`config.mk`:
```
export PLATFORM = sky130hd
export DESIGN_NAME = text_to_integer_parser
export DESIGN_NICKNAME = d
export VERILOG_FILES = /design/src/rtl/core/tti_pkg.sv /design/src/rtl/core/tti_parse.sv /design/src/rtl/core/tti_format.sv /design/src/rtl/core/text_to_integer_parser.sv
export SDC_FILE = /design/constraint.sdc
export NUM_CORES = 2
export LEC_CHECK = 0
export ABC_CLOCK_PERIOD_IN_PS = 25700
export CAP_MARGIN = 15
export CORE_ASPECT_RATIO = 1.2
export CORE_UTILIZATION = 60
export DETAILED_ROUTE_END_ITERATION = 7
export DONT_BUFFER_PORTS = 1
export PLACE_DENSITY = 0.8
export SETUP_SLACK_MARGIN = 0.02
export SLEW_MARGIN = 10
export SYNTH_ARGS = -nofsm -noshare
export SYNTH_HDL_FRONTEND = slang
export SYNTH_SLANG_ARGS = --single-unit
```
`constraint.sdc`:
```
create_clock -name clk -period 25.7 [get_ports clk]
set_clock_uncertainty 0.2 [all_clocks]
set_input_delay 6.425 -clock clk [delete_from_list [all_inputs] [get_ports clk]]
set_output_delay 6.425 -clock clk [all_outputs]
set_load 0.01 [all_outputs]
```
`src/rtl/core/tti_pkg.sv`:
```
// Shared types, constants and helper functions for the text to integer parser.
// Used by tti_parse, tti_format and text_to_integer_parser.
`timescale 1ns / 1ps

package tti_pkg;

  localparam int MaxLenDefault = 4096;
  localparam int CharW   = 8;
  localparam int BaseW   = 6;
  localparam int FmtW    = 2;
  localparam int ValueW  = 64;
  localparam int StatusW = 2;
  localparam int StopW   = 13;
  localparam int CfgIdxW = 1;
  localparam int CfgW    = 6;
  localparam int OutW    = 80;

  localparam logic [CfgIdxW-1:0] CFG_NUMBER_BASE   = 1'd0;
  localparam logic [CfgIdxW-1:0] CFG_RESULT_FORMAT = 1'd1;

  localparam logic [BaseW-1:0] BASE_RESET = 6'd10;
  localparam logic [FmtW-1:0]  FMT_RESET  = 2'd1;
  localparam logic [BaseW-1:0] BASE_AUTO  = 6'd0;
  localparam logic [BaseW-1:0] BASE_OCT   = 6'd8;
  localparam logic [BaseW-1:0] BASE_DEC   = 6'd10;
  localparam logic [BaseW-1:0] BASE_HEX   = 6'd16;
  localparam logic [BaseW-1:0] BASE_MAX   = 6'd36;
  localparam logic [BaseW-1:0] BASE_UNARY = 6'd1;
  localparam logic [BaseW-1:0] BASE_MIN   = 6'd2;

  localparam logic [StatusW-1:0] ST_OK        = 2'd0;
  localparam logic [StatusW-1:0] ST_NO_DIGITS = 2'd1;
  localparam logic [StatusW-1:0] ST_RANGE     = 2'd2;
  localparam logic [StatusW-1:0] ST_BAD_BASE  = 2'd3;

  typedef enum logic [FmtW-1:0] {
    FMT_U32 = 2'd0,
    FMT_S32 = 2'd1,
    FMT_U64 = 2'd2,
    FMT_S64 = 2'd3
  } fmt_t;

  typedef enum logic [5:0] {
    PH_SPACE  = 6'b000001,
    PH_START  = 6'b000010,
    PH_ZERO   = 6'b000100,
    PH_XPEND  = 6'b001000,
    PH_DIGITS = 6'b010000,
    PH_DONE   = 6'b100000
  } phase_t;

  typedef struct packed {
    logic             ok;
    logic [BaseW-1:0] val;
  } digit_t;

  // Final parse state of one string, handed to the formatter.
  typedef struct packed {
    logic [ValueW-1:0] magnitude;
    logic [BaseW-1:0]  radix;
    logic              minus_seen;
    logic              overflow_seen;
    logic              digit_seen;
    logic [StopW-1:0]  stop_index;
  } final_t;

  function automatic digit_t digit_of(input logic [CharW-1:0] c);
    digit_t d;
    d.ok  = 1'b1;
    d.val = '0;
    if (c >= 8'h30 && c <= 8'h39) begin
      d.val = BaseW'(c - 8'h30);
    end else if (c >= 8'h61 && c <= 8'h7A) begin
      d.val = BaseW'(c - 8'h61 + 8'd10);
    end else if (c >= 8'h41 && c <= 8'h5A) begin
      d.val = BaseW'(c - 8'h41 + 8'd10);
    end else begin
      d.ok = 1'b0;
    end
    return d;
  endfunction

  function automatic logic is_space(input logic [CharW-1:0] c);
    return (c == 8'h20) || (c >= 8'h09 && c <= 8'h0D);
  endfunction

  function automatic logic base_bad(input logic [BaseW-1:0] b);
    return (b == BASE_UNARY) || (b > BASE_MAX);
  endfunction

endpackage

```
`src/rtl/core/tti_parse.sv`:
```
// Per-character parse step: phase tracking, radix selection, digit accumulation
// with exact 64-bit overflow detection, and the final-state register. Uses tti_pkg.
`timescale 1ns / 1ps

module tti_parse import tti_pkg::*; #(
  parameter int MAX_LEN = MaxLenDefault
) (
  input  logic             clk,
  input  logic             rst,
  input  logic             in_valid,
  input  logic [CharW-1:0] in_char,
  input  logic             in_last,
  input  logic [BaseW-1:0] number_base,
  output logic             step_ready,
  input  logic             fin_ready,
  output logic             fin_valid,
  output final_t           fin
);

  localparam int PosW = $clog2(MAX_LEN + 1);
  localparam logic [PosW-1:0] MaxPos = PosW'(MAX_LEN);

  phase_t            phase, phase_next, ph;
  logic [BaseW-1:0]  radix, radix_next, r, tr;
  logic [ValueW-1:0] magnitude, magnitude_next;
  logic              minus_seen, minus_seen_next;
  logic              overflow_seen, overflow_seen_next;
  logic              digit_seen, digit_seen_next;
  logic [PosW-1:0]   char_pos, char_pos_next;
  logic [PosW-1:0]   stop_pos, stop_pos_next;
  logic              start, start_num, take, step;
  digit_t            dg;
  logic [69:0]       prod;
  logic [70:0]       acc;
  logic [PosW+StopW-1:0] stop_ext;

  assign dg         = digit_of(in_char);
  assign prod       = 70'(magnitude) * 70'(tr);
  assign acc        = {1'b0, prod} + 71'(dg.val);
  assign step_ready = !in_last || !fin_valid || fin_ready;
  assign step       = in_valid && step_ready;
  assign stop_ext   = {{StopW{1'b0}}, stop_pos_next};

  always_comb begin
    start = (char_pos == '0) && (phase == PH_SPACE);
    r     = start ? number_base : radix;
    ph    = (start && base_bad(number_base)) ? PH_DONE : phase;

    phase_next         = ph;
    radix_next         = r;
    magnitude_next     = magnitude;
    minus_seen_next    = minus_seen;
    overflow_seen_next = overflow_seen;
    digit_seen_next    = digit_seen;
    char_pos_next      = char_pos;
    stop_pos_next      = stop_pos;
    start_num          = 1'b0;
    take               = 1'b0;
    tr                 = r;

    if (char_pos < MaxPos) begin
      char_pos_next = char_pos + 1'b1;
      unique case (ph)
        PH_SPACE: begin
          if (is_space(in_char)) begin
            phase_next = PH_SPACE;
          end else if (in_char == 8'h2D) begin
            minus_seen_next = 1'b1;
            phase_next      = PH_START;
          end else if (in_char == 8'h2B) begin
            phase_next = PH_START;
          end else begin
            start_num = 1'b1;
          end
        end
        PH_START: start_num = 1'b1;
        PH_ZERO: begin
          if (in_char == 8'h78 || in_char == 8'h58) begin
            phase_next = PH_XPEND;
          end else begin
            tr   = (r == BASE_AUTO) ? BASE_OCT : r;
            take = 1'b1;
          end
        end
        // a non-hex char after "0x" fails the digit check and ends the number
        PH_XPEND: begin
          tr   = BASE_HEX;
          take = 1'b1;
        end
        PH_DIGITS: take = 1'b1;
        PH_DONE:   phase_next = PH_DONE;
        default:   phase_next = PH_DONE;
      endcase

      if (start_num) begin
        if ((r == BASE_AUTO || r == BASE_HEX) && in_char == 8'h30) begin
          digit_seen_next = 1'b1;
          magnitude_next  = '0;
          stop_pos_next   = char_pos + 1'b1;
          phase_next      = PH_ZERO;
        end else begin
          tr   = (r == BASE_AUTO) ? BASE_DEC : r;
          take = 1'b1;
        end
      end

      if (take) begin
        radix_next = tr;
        if (tr < BASE_MIN || !dg.ok || dg.val >= tr) begin
          phase_next = PH_DONE;
        end else begin
          phase_next      = PH_DIGITS;
          digit_seen_next = 1'b1;
          stop_pos_next   = char_pos + 1'b1;
          if (acc[70:64] != '0) begin
            overflow_seen_next = 1'b1;
          end else begin
            magnitude_next = acc[63:0];
          end
        end
      end
    end
  end

  always_ff @(posedge clk) begin
    if (rst) begin
      phase         <= PH_SPACE;
      radix         <= '0;
      magnitude     <= '0;
      minus_seen    <= 1'b0;
      overflow_seen <= 1'b0;
      digit_seen    <= 1'b0;
      char_pos      <= '0;
      stop_pos      <= '0;
    end else if (step) begin
      if (in_last) begin
        phase         <= PH_SPACE;
        radix         <= '0;
        magnitude     <= '0;
        minus_seen    <= 1'b0;
        overflow_seen <= 1'b0;
        digit_seen    <= 1'b0;
        char_pos      <= '0;
        stop_pos      <= '0;
      end else begin
        phase         <= phase_next;
        radix         <= radix_next;
        magnitude     <= magnitude_next;
        minus_seen    <= minus_seen_next;
        overflow_seen <= overflow_seen_next;
        digit_seen    <= digit_seen_next;
        char_pos      <= char_pos_next;
        stop_pos      <= stop_pos_next;
      end
    end
  end

  always_ff @(posedge clk) begin
    if (rst) begin
      fin_valid <= 1'b0;
    end else if (step && in_last) begin
      fin_valid <= 1'b1;
    end else if (fin_ready) begin
      fin_valid <= 1'b0;
    end
  end

  always_ff @(posedge clk) begin
    if (step && in_last) begin
      fin.magnitude     <= magnitude_next;
      fin.radix         <= radix_next;
      fin.minus_seen    <= minus_seen_next;
      fin.overflow_seen <= overflow_seen_next;
      fin.digit_seen    <= digit_seen_next;
      fin.stop_index    <= stop_ext[StopW-1:0];
    end
  end

endmodule

```
`src/rtl/core/tti_format.sv`:
```
// Result formatting: status, saturation and two's complement negation per
// result format, into the output register. Uses tti_pkg.
`timescale 1ns / 1ps

module tti_format import tti_pkg::*; (
  input  logic            clk,
  input  logic            rst,
  input  logic            fin_valid,
  input  final_t          fin,
  input  logic [FmtW-1:0] result_format,
  output logic            fin_ready,
  output logic            m_tvalid,
  input  logic            m_tready,
  output logic [OutW-1:0] m_tdata     // number_value[63:0], parse_status[65:64],
                                      // stop_index[78:66], zero pad[79]
);

  logic [ValueW-1:0]  value, neg;
  logic [StatusW-1:0] status;
  logic [StopW-1:0]   stop;
  logic               ovf;
  fmt_t               fmt;

  assign fin_ready = !m_tvalid || m_tready;
  assign neg       = '0 - fin.magnitude;
  assign ovf       = fin.overflow_seen;
  assign fmt       = fmt_t'(result_format);

  always_comb begin
    value  = '0;
    status = ST_OK;
    stop   = '0;
    if (base_bad(fin.radix)) begin
      status = ST_BAD_BASE;
    end else if (!fin.digit_seen) begin
      status = ST_NO_DIGITS;
    end else begin
      stop = fin.stop_index;
      case (fmt)
        FMT_U32: begin
          if (ovf || fin.magnitude[63:32] != '0) begin
            value  = 64'h0000_0000_FFFF_FFFF;
            status = ST_RANGE;
          end else begin
            value = fin.minus_seen ? {32'd0, neg[31:0]} : fin.magnitude;
          end
        end
        FMT_S32: begin
          if (fin.minus_seen) begin
            if (ovf || fin.magnitude > 64'h0000_0000_8000_0000) begin
              value  = 64'h0000_0000_8000_0000;
              status = ST_RANGE;
            end else begin
              value = {32'd0, neg[31:0]};
            end
          end else if (ovf || fin.magnitude > 64'h0000_0000_7FFF_FFFF) begin
            value  = 64'h0000_0000_7FFF_FFFF;
            status = ST_RANGE;
          end else begin
            value = fin.magnitude;
          end
        end
        FMT_U64: begin
          if (ovf) begin
            value  = '1;
            status = ST_RANGE;
          end else begin
            value = fin.minus_seen ? neg : fin.magnitude;
          end
        end
        FMT_S64: begin
          if (fin.minus_seen) begin
            if (ovf || fin.magnitude > 64'h8000_0000_0000_0000) begin
              value  = 64'h8000_0000_0000_0000;
              status = ST_RANGE;
            end else begin
              value = neg;
            end
          end else if (ovf || fin.magnitude[63]) begin
            value  = 64'h7FFF_FFFF_FFFF_FFFF;
            status = ST_RANGE;
          end else begin
            value = fin.magnitude;
          end
        end
        default: value = '0;
      endcase
    end
  end

  always_ff @(posedge clk) begin
    if (rst) begin
      m_tvalid <= 1'b0;
    end else if (fin_ready) begin
      m_tvalid <= fin_valid;
    end
  end

  always_ff @(posedge clk) begin
    if (fin_ready && fin_valid) begin
      m_tdata <= {1'b0, stop, status, value};
    end
  end

endmodule

```
`src/rtl/core/text_to_integer_parser.sv`:
```
// Streaming strtol-style text to integer parser, top level.
// Holds the config registers and input register; uses tti_pkg, tti_parse, tti_format.
//
//   channel   dir   handshake            payload
//   s_*       in    s_tvalid/s_tready    tdata: text_char; tlast: last_char
//   m_*       out   m_tvalid/m_tready    tdata: number_value, parse_status, stop_index
//   cfg_*     in    cfg_we               cfg_index selects register, cfg_data value
//
// One character per cycle, sustained. The parse step (with the 64x6 multiply-add) writes
// the final-state register; the format step then writes the output register at m_*.
// The input stalls only when a last character finds a result held in the final-state
// register while m_* also holds one and m_tready is low; characters behind it wait too.
// Reset is synchronous and restores number_base 10 and result_format 1.
`timescale 1ns / 1ps

module text_to_integer_parser import tti_pkg::*; #(
  parameter int MAX_LEN = MaxLenDefault
) (
  input  logic               clk,
  input  logic               rst,
  input  logic               s_tvalid,
  output logic               s_tready,
  input  logic [CharW-1:0]   s_tdata,    // text_char[7:0]
  input  logic               s_tlast,
  output logic               m_tvalid,
  input  logic               m_tready,
  output logic [OutW-1:0]    m_tdata,    // number_value[63:0], parse_status[65:64],
                                         // stop_index[78:66], zero pad[79]
  input  logic               cfg_we,
  input  logic [CfgIdxW-1:0] cfg_index,
  input  logic [CfgW-1:0]    cfg_data
);

  logic [BaseW-1:0] number_base;
  logic [FmtW-1:0]  result_format;
  logic             in_valid, in_last, step_ready, fin_valid, fin_ready;
  logic [CharW-1:0] in_char;
  final_t           fin;

  assign s_tready = !in_valid || step_ready;

  always_ff @(posedge clk) begin
    if (rst) begin
      number_base   <= BASE_RESET;
      result_format <= FMT_RESET;
    end else if (cfg_we) begin
      unique case (cfg_index)
        CFG_NUMBER_BASE:   number_base   <= cfg_data;
        CFG_RESULT_FORMAT: result_format <= cfg_data[FmtW-1:0];
        default:           number_base   <= number_base;
      endcase
    end
  end

  always_ff @(posedge clk) begin
    if (rst) begin
      in_valid <= 1'b0;
    end else if (s_tready) begin
      in_valid <= s_tvalid;
    end
  end

  always_ff @(posedge clk) begin
    if (s_tready && s_tvalid) begin
      in_char <= s_tdata;
      in_last <= s_tlast;
    end
  end

  tti_parse #(
    .MAX_LEN(MAX_LEN)
  ) u_parse (
    .clk        (clk),
    .rst        (rst),
    .in_valid   (in_valid),
    .in_char    (in_char),
    .in_last    (in_last),
    .number_base(number_base),
    .step_ready (step_ready),
    .fin_ready  (fin_ready),
    .fin_valid  (fin_valid),
    .fin        (fin)
  );

  tti_format u_format (
    .clk          (clk),
    .rst          (rst),
    .fin_valid    (fin_valid),
    .fin          (fin),
    .result_format(result_format),
    .fin_ready    (fin_ready),
    .m_tvalid     (m_tvalid),
    .m_tready     (m_tready),
    .m_tdata      (m_tdata)
  );

endmodule

```
==> metrics.csv <==
metric;value;unit
violated checks;design-rule violations;
Slew Viols, Final;0;
Layout area overhead;4.75;%
DR vias;23119;
CTS Root Cell;clkbuf_16;
Placer Congestion;0.943;
startpoint types;input port;
initial antenna violation count;0;
reg2reg start;u_parse.char_pos[0];
slowest cell delay on critical path;0.37;ns
flops & latches, synth;290;
Worst R2R Setup Slack;14.12;ns
clock tree buffer depth;3;
status;finished, violations left;
met1 global-route usage;0.403;
via/cell ratio;6.45;
Die W;201;um
final count of hold timing violations;0;
vias in the first global route;23031;
Ys Warns;0;
RSZ-0062 raised after global routing;no;
CTS tree;built;
WP buf/inv;0;
core area;46900;um2
I/O pin count;103;
Relative slew margins;0.204;
worst path required time;19.08;ns
Worst EP arrival;7.09;ns
full die area;48400;um2
Layout Nets;3379;
f_max;72.9;MHz
clk slew on worst S/H paths;0.07;ns
first-pass GRT wire length;121;mm
multi-input logic area;20000;um2
critical-path cell list;nor2b_1, nand4_1;
Post-Syn Nets;3511;
Synth Instances;3070;
HPWL after DPL;55.7;mm
worst hold path endpoint;u_parse.digit_seen;
FF+latch area;7550;um2
detailed router's first-iteration violation count;1764;
Slew @ Worst Pin;1.19;ns
CTS Hold Bufs;0;
final WL;74.8;mm
Setup Fix Bufs, Post-CTS;0;
Setup violations, final;0;
synthesized area;28500;um2
Clock Latency Late Sink;0.58;ns
initial core utilization;0.607;
ys async rst share;0;
Power Density;37.2;nW/um2
Antenna Cells;0;
Resized Gates After CTS;0;
row cnt;87;
GR Layer Usage met3;0.0428;
Num CTS Buffers;30;
antenna-violating nets left;0;
crit path max fanout;5;
reg-to-reg endpoint;u_parse.magnitude[35];
Pleak;0.0130;uW
post-synth top area share;0.183;
final hold slack;0.281;ns
EDFF count, synth;174;
Tot GR Track Use;0.308;
met2 usage;0.525;
ys flop type;edfxtp_1;
Tcrit/Tclk final;0.534;
crit end category;primary output;
DR pass1 iterations;8;
Avg Cell Area, Syn;9.28;um2
Slowest-stage cell, CP;nor2b_1;
GRT Max-Usage Layer;met2;
min Tclk post-route;13.72;ns
Setup CP Type;input port to primary output;
WL/cell;20.9;um
R2R depth;32;
Filler cells;3825;
# clock sinks;290;
Max-Cap Viols;0;
Yosys top cell by area;edfxtp_1;
Post-route DRC;2;
Fin Setup TNS;0;ns
Hold Startpoint;u_parse.digit_seen;
share of cells above drive strength 1;0.0425;
pin count of the biggest net entering global routing;80;
total grt overflow;0;
Distinct cells, synth;79;
H-tree levels;1;
Peak supply drop;0.0412;mV
Buffers on Ports;0;
die height;241;um
Hold Path Depth;2;
post-synthesis sequential area ratio;0.265;
crit-path leading delay family;simple AND/OR/NAND/NOR gates;
largest cells by area after synthesis;edfxtp_1, fa_1, and2_1;
Hold Path Class;flop to flop;
## area by class of cell
cell class,instances,area share
clock inverters,23,0.00792
repair buffers,26,0.00645
well taps,623,0.0261
inverters,81,0.0102
clock buffers,33,0.0262
multi-input cells,2509,0.670
flip-flops and latches,290,0.253
## sequential cells by signal, indices dropped and copies added (netlist names), 8 cells and up
name / count
u_parse.char_pos: 13
u_parse.fin: 86
in_char: 8
u_parse.stop_pos: 13
u_parse.magnitude: 64
u_format.m_tdata: 79
## layer usage
layer  vias up  part of all wire
met5         -                 0
met3       154             0.079
met2      1016              0.48
li1      10603                 -
met1     11346              0.41
met4         0             0.030
## Yosys cell counts (all sizes together) (10+ instances only)
cell type,number
mux2i,81
a211oi,19
nor2,193
a21o,48
dfxtp,116
o31ai,10
clkbuf,164
a221oi,12
a21oi,197
or4,16
a22oi,16
edfxtp,174
fa,252
nand2b,26
and2,392
buf,26
nand3,31
inv,79
xor2,58
ha,168
or3,21
nand4,36
a31oi,38
o221ai,10
nor2b,18
nand2,244
a22o,15
o21a,15
mux2,13
o2bb2ai,52
o21bai,13
and3,38
o211ai,16
a311oi,10
or2,12
nor4,25
o21ai,180
xnor2,72
nor3,72
## power breakdown
part | internal, uW | total, uW | switching [uW]
sequential | 504 | 517 | 13.1
combinational | 45.5 | 145 | 99.0
clock | 254 | 450 | 197
total | 803 | 1110 | 309
## worst max path at each step
stage	from	to	slack (ns)	depth (start not counted)
after global routing	m_tready	s_tready	11.92	2
after detailed placement	m_tready	s_tready	12.06	2
final	m_tready	s_tready	11.98	2
after global placement	m_tready	s_tready	12.07	2
after CTS	m_tready	s_tready	11.99	2
after floorplan	m_tready	s_tready	12.22	2
## through the flow
stage | instance area (um2) | utilization | instances | power, uW | setup slack [ns]
2_1_floorplan | 28500 | - | 3070 | 628 | 12.22
3_3_place_gp | 28800 | 0.615 | 3528 | 664 | 12.07
3_5_place_dp | 28800 | 0.615 | 3528 | 669 | 12.06
4_1_cts | 29800 | 0.636 | 3584 | 1120 | 11.99
5_1_grt | 29900 | 0.636 | 3585 | 1150 | 11.92
6_report | 29900 | 0.636 | 3585 | 1110 | 11.98
## layout by cell type (no fill, tap or decap), drive strengths merged, types with 31 or more instances in the layout
master	n
and2	392
and3	38
a21o	48
nor3	72
edfxtp	174
nand2	244
o2bb2ai	52
nand4	36
nand3	31
ha	168
a21oi	197
xor2	58
mux2i	81
inv	83
fa	252
a31oi	38
clkbuf	33
xnor2	72
dfxtp	116
nor2	193
o21ai	180
## cell families (layout without fill, tap and decap cells)
group	Yosys count	in the layout	synth area share
simple gates	1158	1158	0.215
flops	290	290	0.265
fa+ha+maj	420	420	0.251
xor+xnor	130	130	0.0399
mux	94	94	0.0336
compound gates	706	706	0.159
buf+inv	271	163	0.0362
other cells	1	1	0.000132
No activity file was read; power rests on OpenSTA's default activity.
